## config.mk

```make
export PLATFORM = sky130hd
export DESIGN_NAME = cti_ctrl
export DESIGN_NICKNAME = d
export VERILOG_FILES = /design/src/design/cti_pkg.sv /design/src/design/cti_ctrl.sv
export SDC_FILE = /design/constraint.sdc
export NUM_CORES = 1
export LEC_CHECK = 0
export ABC_AREA = 1
export BUFFER_PORTS_ARGS = -buffer_cell sky130_fd_sc_hd__buf_2
export CORE_UTILIZATION = 50
export CTS_CLUSTER_SIZE = 20
export DETAILED_ROUTE_END_ITERATION = 16
export GPL_ROUTABILITY_DRIVEN = 0
export PLACE_DENSITY = 0.75
export SYNTH_ARGS = -nofsm -noshare
export SYNTH_HDL_FRONTEND = slang
export SYNTH_SLANG_ARGS = --single-unit
```

## constraint.sdc

```tcl
create_clock -name clk_i -period 1.9 [get_ports clk_i]
set_clock_uncertainty 0.2 [all_clocks]
set_input_delay 0.38 -clock clk_i [delete_from_list [all_inputs] [get_ports clk_i]]
set_output_delay 0.38 -clock clk_i [all_outputs]
set_load 0.05 [all_outputs]
```

## src/design/cti_pkg.sv

```systemverilog
// Shared types and constants for the calibration table interpolator.
// Used by the channel interfaces, the controller, the datapath and the top level.
// Depends on nothing.
package cti_pkg;

  localparam int TABLE_DEPTH = 256;
  localparam int MAX_ENTRIES = 255;
  localparam int IDX_W       = $clog2(TABLE_DEPTH);
  localparam int CNT_W       = $clog2(MAX_ENTRIES + 1);

  localparam int KIND_W = 3;
  localparam int EIDX_W = 9;
  localparam int VQ_W   = 24;
  localparam int VAL_W  = 32;
  localparam int VOLT_W = 16;
  localparam int STAT_W = 2;

  // interpolation arithmetic widths
  localparam int MA_W   = VAL_W;
  localparam int MB_W   = VQ_W;
  localparam int PROD_W = MA_W + MB_W;
  localparam int DEN_W  = VOLT_W + 8;
  localparam int DIV_W  = PROD_W + 1;
  localparam int DCNT_W = $clog2(DIV_W);
  localparam int SUM_W  = DIV_W + 2;

  typedef enum logic [KIND_W-1:0] {
    KIND_WRITE  = 3'd0,
    KIND_APPEND = 3'd1,
    KIND_SORT   = 3'd2,
    KIND_LOOKUP = 3'd3,
    KIND_INTERP = 3'd4
  } kind_e;

  typedef enum logic [STAT_W-1:0] {
    ST_OK        = 2'd0,
    ST_RANGE     = 2'd1,
    ST_FULL      = 2'd2,
    ST_NOT_FOUND = 2'd3
  } status_e;

  typedef enum logic [4:0] {
    OP_NOP, OP_LATCH, OP_WR_IDX, OP_ERR_IDX, OP_APPEND, OP_ERR_FULL,
    OP_SK_INIT, OP_SK_READ, OP_SK_KEY, OP_SK_SHIFT, OP_SK_PUT,
    OP_READ0, OP_DD_FIRST, OP_DD_STEP, OP_DD_END,
    OP_LK_START, OP_LK_STEP, OP_LK_HIT,
    OP_IN_FIRST, OP_IN_ONE, OP_IN_STEP, OP_IN_SEG, OP_IN_FLAT, OP_IN_SETUP,
    OP_MUL, OP_DIV_INIT, OP_DIV, OP_FIN
  } dp_op_e;

  typedef struct packed {
    dp_op_e op;
  } cmd_t;

  typedef struct packed {
    logic [KIND_W-1:0] kind;
    logic              idx_oor;
    logic              full;
    logic              cnt_zero;
    logic              cnt_one;
    logic              cnt_lt2;
    logic              i_last;
    logic              j_one;
    logic              sk_gt;
    logic              lk_hit;
    logic              in_stop;
    logic              in_flat;
    logic              mul_done;
    logic              div_done;
  } stat_t;

endpackage

```

## src/design/cti_ctrl.sv

```systemverilog
// Controller state machine: sequences each request through the datapath.
// Depends on cti_pkg for the command and status structs.
module cti_ctrl import cti_pkg::*; (
  input  logic  clk_i,
  input  logic  rst_ni,
  input  logic  req_valid_i,
  output logic  req_ready_o,
  output logic  rsp_valid_o,
  input  logic  rsp_ready_i,
  input  stat_t stat_i,
  output cmd_t  cmd_o
);

  typedef enum logic [17:0] {
    S_IDLE     = 18'h00001,
    S_EXEC     = 18'h00002,
    S_SK_RD    = 18'h00004,
    S_SK_KEY   = 18'h00008,
    S_SK_CMP   = 18'h00010,
    S_SK_PUT   = 18'h00020,
    S_DD_RD0   = 18'h00040,
    S_DD_FIRST = 18'h00080,
    S_DD_CMP   = 18'h00100,
    S_DD_END   = 18'h00200,
    S_LK_CMP   = 18'h00400,
    S_IN_FIRST = 18'h00800,
    S_IN_SCAN  = 18'h01000,
    S_IN_CHK   = 18'h02000,
    S_MUL      = 18'h04000,
    S_DIV      = 18'h08000,
    S_FIN      = 18'h10000,
    S_OUT      = 18'h20000
  } state_e;

  state_e state_q, state_d;

  always_comb begin
    state_d     = state_q;
    cmd_o.op    = OP_NOP;
    req_ready_o = 1'b0;
    rsp_valid_o = 1'b0;
    unique case (state_q)
      S_IDLE: begin
        req_ready_o = 1'b1;
        if (req_valid_i) begin
          cmd_o.op = OP_LATCH;
          state_d  = S_EXEC;
        end
      end
      S_EXEC: begin
        case (stat_i.kind)
          KIND_WRITE: begin
            cmd_o.op = stat_i.idx_oor ? OP_ERR_IDX : OP_WR_IDX;
            state_d  = S_OUT;
          end
          KIND_APPEND: begin
            cmd_o.op = stat_i.full ? OP_ERR_FULL : OP_APPEND;
            state_d  = S_OUT;
          end
          KIND_SORT: begin
            if (stat_i.cnt_lt2) begin
              state_d = S_OUT;
            end else begin
              cmd_o.op = OP_SK_INIT;
              state_d  = S_SK_RD;
            end
          end
          KIND_LOOKUP: begin
            cmd_o.op = OP_LK_START;
            state_d  = stat_i.cnt_zero ? S_OUT : S_LK_CMP;
          end
          KIND_INTERP: begin
            cmd_o.op = OP_READ0;
            state_d  = stat_i.cnt_zero ? S_OUT : S_IN_FIRST;
          end
          default: state_d = S_OUT;
        endcase
      end
      S_SK_RD: begin
        cmd_o.op = OP_SK_READ;
        state_d  = S_SK_KEY;
      end
      S_SK_KEY: begin
        cmd_o.op = OP_SK_KEY;
        state_d  = S_SK_CMP;
      end
      S_SK_CMP: begin
        // shift the larger neighbor up until the key finds its slot
        if (stat_i.sk_gt) begin
          cmd_o.op = OP_SK_SHIFT;
          if (stat_i.j_one) state_d = S_SK_PUT;
        end else begin
          state_d = S_SK_PUT;
        end
      end
      S_SK_PUT: begin
        cmd_o.op = OP_SK_PUT;
        state_d  = stat_i.i_last ? S_DD_RD0 : S_SK_RD;
      end
      S_DD_RD0: begin
        cmd_o.op = OP_READ0;
        state_d  = S_DD_FIRST;
      end
      S_DD_FIRST: begin
        cmd_o.op = OP_DD_FIRST;
        state_d  = S_DD_CMP;
      end
      S_DD_CMP: begin
        cmd_o.op = OP_DD_STEP;
        if (stat_i.i_last) state_d = S_DD_END;
      end
      S_DD_END: begin
        cmd_o.op = OP_DD_END;
        state_d  = S_OUT;
      end
      S_LK_CMP: begin
        if (stat_i.lk_hit) begin
          cmd_o.op = OP_LK_HIT;
          state_d  = S_OUT;
        end else if (stat_i.i_last) begin
          state_d = S_OUT;
        end else begin
          cmd_o.op = OP_LK_STEP;
        end
      end
      S_IN_FIRST: begin
        if (stat_i.cnt_one) begin
          cmd_o.op = OP_IN_ONE;
          state_d  = S_OUT;
        end else begin
          cmd_o.op = OP_IN_FIRST;
          state_d  = S_IN_SCAN;
        end
      end
      S_IN_SCAN: begin
        if (stat_i.in_stop) begin
          cmd_o.op = OP_IN_SEG;
          state_d  = S_IN_CHK;
        end else begin
          cmd_o.op = OP_IN_STEP;
        end
      end
      S_IN_CHK: begin
        if (stat_i.in_flat) begin
          cmd_o.op = OP_IN_FLAT;
          state_d  = S_OUT;
        end else begin
          cmd_o.op = OP_IN_SETUP;
          state_d  = S_MUL;
        end
      end
      S_MUL: begin
        if (stat_i.mul_done) begin
          cmd_o.op = OP_DIV_INIT;
          state_d  = S_DIV;
        end else begin
          cmd_o.op = OP_MUL;
        end
      end
      S_DIV: begin
        cmd_o.op = OP_DIV;
        if (stat_i.div_done) state_d = S_FIN;
      end
      S_FIN: begin
        cmd_o.op = OP_FIN;
        state_d  = S_OUT;
      end
      S_OUT: begin
        rsp_valid_o = 1'b1;
        if (rsp_ready_i) state_d = S_IDLE;
      end
      default: state_d = S_IDLE;
    endcase
  end

  always_ff @(posedge clk_i or negedge rst_ni) begin
    if (!rst_ni) begin
      state_q <= S_IDLE;
    end else begin
      state_q <= state_d;
    end
  end

  // the datapath only starts a request from idle and only computes outside S_OUT
  a_latch_from_idle: assert property (@(posedge clk_i) disable iff (!rst_ni)
    (cmd_o.op == OP_LATCH) |-> (state_q == S_IDLE))
    else $error("request latched outside idle");
  a_out_holds: assert property (@(posedge clk_i) disable iff (!rst_ni)
    (rsp_valid_o && !rsp_ready_i) |=> rsp_valid_o)
    else $error("result dropped before it was taken");
  a_no_op_in_out: assert property (@(posedge clk_i) disable iff (!rst_ni)
    rsp_valid_o |-> (cmd_o.op == OP_NOP))
    else $error("datapath command while a result waits");

endmodule

```

Word level (Yosys, flattened, before mapping):

Index checks and enable logic that the tools add are counted.

* register bits after elaboration: 18
* output and inout bits: 7

* mux-type cells: 33
* reductions and logical operators: 3
* eq/ne operators: 30

Operator list (count)
* 18-bit case mux with 17 select lines: 1
* 18-bit 2-to-1 mux: 15
* 5-bit case mux with 17 select lines: 1
* 18-bit case mux with 3 select lines: 1
* 4-bit case mux with 5 select lines: 1
* 18-bit by 1-bit == test with 1-bit output (second input constant): 1
* 18-bit by 10-bit == test with 1-bit output (second input constant): 1
* 18-bit by 11-bit == test with 1-bit output (second input constant): 1
* 18-bit by 12-bit == test with 1-bit output (second input constant): 1
* 18-bit by 13-bit == test with 1-bit output (second input constant): 1
* 18-bit by 14-bit == test with 1-bit output (second input constant): 1
* 18-bit by 15-bit == test with 1-bit output (second input constant): 1
* 18-bit by 16-bit == test with 1-bit output (second input constant): 1
* 18-bit by 17-bit == test with 1-bit output (second input constant): 1
* 18-bit == test (second input constant): 1
* 18-bit by 2-bit == test with 1-bit output (second input constant): 1
* 18-bit by 3-bit == test with 1-bit output (second input constant): 1
* 18-bit by 4-bit == test with 1-bit output (second input constant): 1
* 18-bit by 5-bit == test with 1-bit output (second input constant): 1
* 18-bit by 6-bit == test with 1-bit output (second input constant): 1
* 18-bit by 7-bit == test with 1-bit output (second input constant): 1
* 18-bit by 8-bit == test with 1-bit output (second input constant): 1
* 18-bit by 9-bit == test with 1-bit output (second input constant): 1
* 2-bit inequality test (second input constant): 6
* 12 further kinds: 23

Depth between registers and ports, before layout:

* depth in word-level cells: 3
* mapped depth: 12
* gate-level depth less buffers: 12

Worst setup path before layout:

No wires, ideal clock.

* path kind: register to output
* start: reg state_q[13]
* end: out cmd_o[0] (netlist name)
* data required time: 1.320 ns
* arrival: 1.830 ns
* cell stages (with the launch flop): 9
* setup slack: -0.510 ns
* path through: dfrtp_1 > nor2_4 > nand2_4 > nor2_4 > buf_8 > nand3_2 > inv_1 > a21oi_1 > nand3_1

RTL lines
* from (decl): line cti_ctrl.sv:35 `state_e state_q, state_d;`
* from (signal assigned): line cti_ctrl.sv:180 `state_q <= state_d;`
* to (decl): line cti_ctrl.sv:11 `output cmd_t cmd_o`

==> run_results.csv <==
group,metric,value,unit
pwr,p_int,0.00122,W
yosys,synthSimpleGateAreaFrac,53.7,%
placed_design,port_buffers,26,
yosys,ys_types,33,
yosys,syn-cell-area,1600,µm²
clock_tree,clock_latency,0.31,ns
setup_path,critPathBufInv,3,
timing,tightest_slew,0.449,ns
timing,min_period,2.64,ns
routing,wl,7.04,mm
clock_tree,clock-sinks,18,
pwr,p_sw_share,48.2,%
routing,dr.pass1.iters,11,
global_route,grt-ovfl-total,0,
global_route,antenna_found_initial,0,
timing,worst_slack,-0.735,ns
clock_tree,cts_tree,"yes",
routing,vias,2248,
yosys,synthCells,239,
yosys,synth_top_area_share,26.5,%
final_layout,reg_top3,"state_q x18",
timing,slew_viol_final,0,
die,die_h,58.6,µm
setup_path,critical-path-max-stage-delay,0.43,ns
die,start_util,52.5,%
final_layout,nNetsFinal,362,
final_layout,largest-register,"state_q",
setup_path,end_kind,"primary output",
timing,setup_violations,19,
routing,antenna_left,0,
routing,route.detailed.drc,2,
setup_path,cp_data_arrival_time,2.06,ns
final_layout,num_antenna_cells,0,
job,drv_cap,0,
placed_design,dpl.cell_count,359,
routing,drt-initial-drc-count,226,
setup_path,critPathKind,"flip-flop to primary output",
final_layout,layout_common_cells,"buf_4, inv_1, nand2_1",
pwr,p_sw,0.00113,W
routing,via_per_inst,5.84,
yosys,yosysTopAreaCell,"dfrtp_1",
status,violations,"design-rule violations, negative setup slack",
yosys,synth_mux_area_share,0,%
global_route,grt_pass1_vias,2275,
setup_path,cp-start-kind,"flip-flop",
final_layout,largest_reg_flops,18,
yosys,synth_top_family_by_area,"simple AND/OR/NAND/NOR gates",
yosys,syn_area_per_cell,6.71,µm²
setup_path,crit_chain,"nor2_4 > nand2_4 > buf_4 > nor2_4 > nand3_2 > nand2_2 > inv_1 > nand4_1 > buf_6",
setup_path,required,1.32,ns
pwr,peakVddDrop,857,µV
pwr,leakage,1.51,nW
die,die_w,58.6,µm
setup_path,crit_family,"simple AND/OR/NAND/NOR gates",
final_layout,synthToLayoutAreaGrowth,71.0,%
hold_path,min_path_type,"primary input to flip-flop",
yosys,syn_nets,259,
die,die_area,3440,µm²
die,ios,27,
setup_path,path_max_fanout,6,
global_route,grt_pass1_wl,10.3,mm
clock_tree,cts_buffer_depth,2,
timing,fin_crit_sh,139,%
yosys,synth_compound_area_share,5.70,%
setup_path,crit_top_cell,"nor2_4",
global_route,grt_start_max_net_pins,19,
pwr,p_comb_share,69.7,%
timing,max_slew_margin,70.1,%
clock_tree,clk_pin_slew_worst_paths,0.12,ns
pwr,seq_power_share,19.2,%
timing,timing.hold.ws,0.0615,ns
yosys,synthAdderAreaFrac,0,%
final_layout,layout_commonest_cell,"buf_4",
status,outcome,"complete, but fails checks",
timing,fmax,380,MHz
yosys,yosysSeqAreaShare,28.2,%
yosys,synth_xor_area_share,0,%
final_layout,final_cells,385,
yosys,yosysWarnings,0,
pwr,p_total,0.00235,W
global_route,grt_usage,40.7,%
timing,hold_viol_final,0,
timing,rsz0062_at_grt,"true",
yosys,synth_area_leaders,"dfrtp_1, nand2_1, inv_1",
die,core,3050,µm²
pwr,clockPowerShare,11.2,%
clock_tree,numCtsBuffers,3,
setup_path,critPathSlowestCell,"dfrtp_1",
placed_design,hpwl,3.79,mm
clock_tree,htreeDepth,1,
yosys,synth-seq-cells,18,
routing,wl_per_cell,18.3,µm
pwr,power_density,857,nW/µm²
clock_tree,root_buffer,"clkbuf_4",
die,rows,20,
final_layout,final_layout_size_suffix_gt1_share,55.1,%
==> through the flow <==
stage | setup slack (ns) | utilization (%) | area (µm²) | setup TNS (ns)
after global placement | -0.349 | 72.5 | 2210 | -2.75
after floorplan | -0.221 | - | 1660 | -0.962
final | -0.735 | 89.8 | 2740 | -8.71
after CTS | -0.572 | 85.2 | 2600 | -6.06
after detailed placement | -0.394 | 72.5 | 2210 | -3.58
after global routing | -0.816 | 89.8 | 2740 | -9.85
==> synthesized netlist by cell type (all sizes together) <==
master / n
a211oi: 1
a21oi: 4
and2: 1
and3: 1
buf: 2
clkinv: 2
dfrtp: 17
dfstp: 1
inv: 43
nand2: 52
nand3: 26
nand3b: 1
nand4: 10
nor2: 61
nor3: 3
nor3b: 1
nor4: 1
o21ai: 7
o22ai: 2
o31ai: 1
o41ai: 1
or2: 1
==> power groups by stage <==
stage                     Clock, W  Combinational, W  Sequential (W)
after CTS                 0.000247           0.00141        0.000449
after detailed placement         0           0.00105        0.000450
final                     0.000263           0.00164        0.000450
after global placement           0           0.00103        0.000448
after floorplan                  0          0.000741        0.000451
after global routing      0.000273           0.00169        0.000454
==> cell type report <==
cell class	instances	area, µm²
repair buffers	99	791
fillers	137	312
inverters	45	173
flip-flops and latches	18	452
clock buffers	4	36.3
multi-input cells	175	1230
well taps	44	55.1
==> worst register-to-register path: cells and delay by family, from the launching register on <==
| family | cells | cell delay, ns |
|---|---|---|
| buf+inv | 4 | 0.49 |
| flops | 1 | 0.57 |
| simple gates | 10 | 1.04 |
==> timing repair <==
action | CTS | global route
resized for setup | 55 | 24
cloned | 1 | 0
hold buffers | 1 | 0
setup endpoints to repair | 16 | 21
setup buffers | 13 | 7
pin swaps | 25 | 14
hold endpoints to repair | 17 | 0
==> cell families (layout without fill, tap and decap cells) <==
kind of cell | after synthesis | after routing
simple gates | 158 | 159
buf+inv | 47 | 148
compound gates | 16 | 16
flops | 18 | 18
==> per-layer routing <==
metal	routed length (µm)	up-vias	GRT usage [%]
li1	-	965	-
met1	2460	1009	46.5
met2	3300	202	69.5
met3	765	72	7.47
met4	514	0	26.9
met5	0	-	0
==> path summary, 6_finish.rpt <==
kind / startpoint / endpoint / slack (ns) / cells after the start
max in group asynchronous: rst_ni / state_q[0] / 0.82 / 2
min: stat_i[7] / state_q[2] / 0.06 / 2
max: state_q[2] / cmd_o[3] / -0.74 / 9
min reg2reg: state_q[10] / state_q[10] / 0.54 / 3
max reg2reg: state_q[0] / state_q[9] / -0.48 / 14
min in group asynchronous: rst_ni / state_q[13] / 0.35 / 2
No activity file was read; power rests on OpenSTA's default activity.
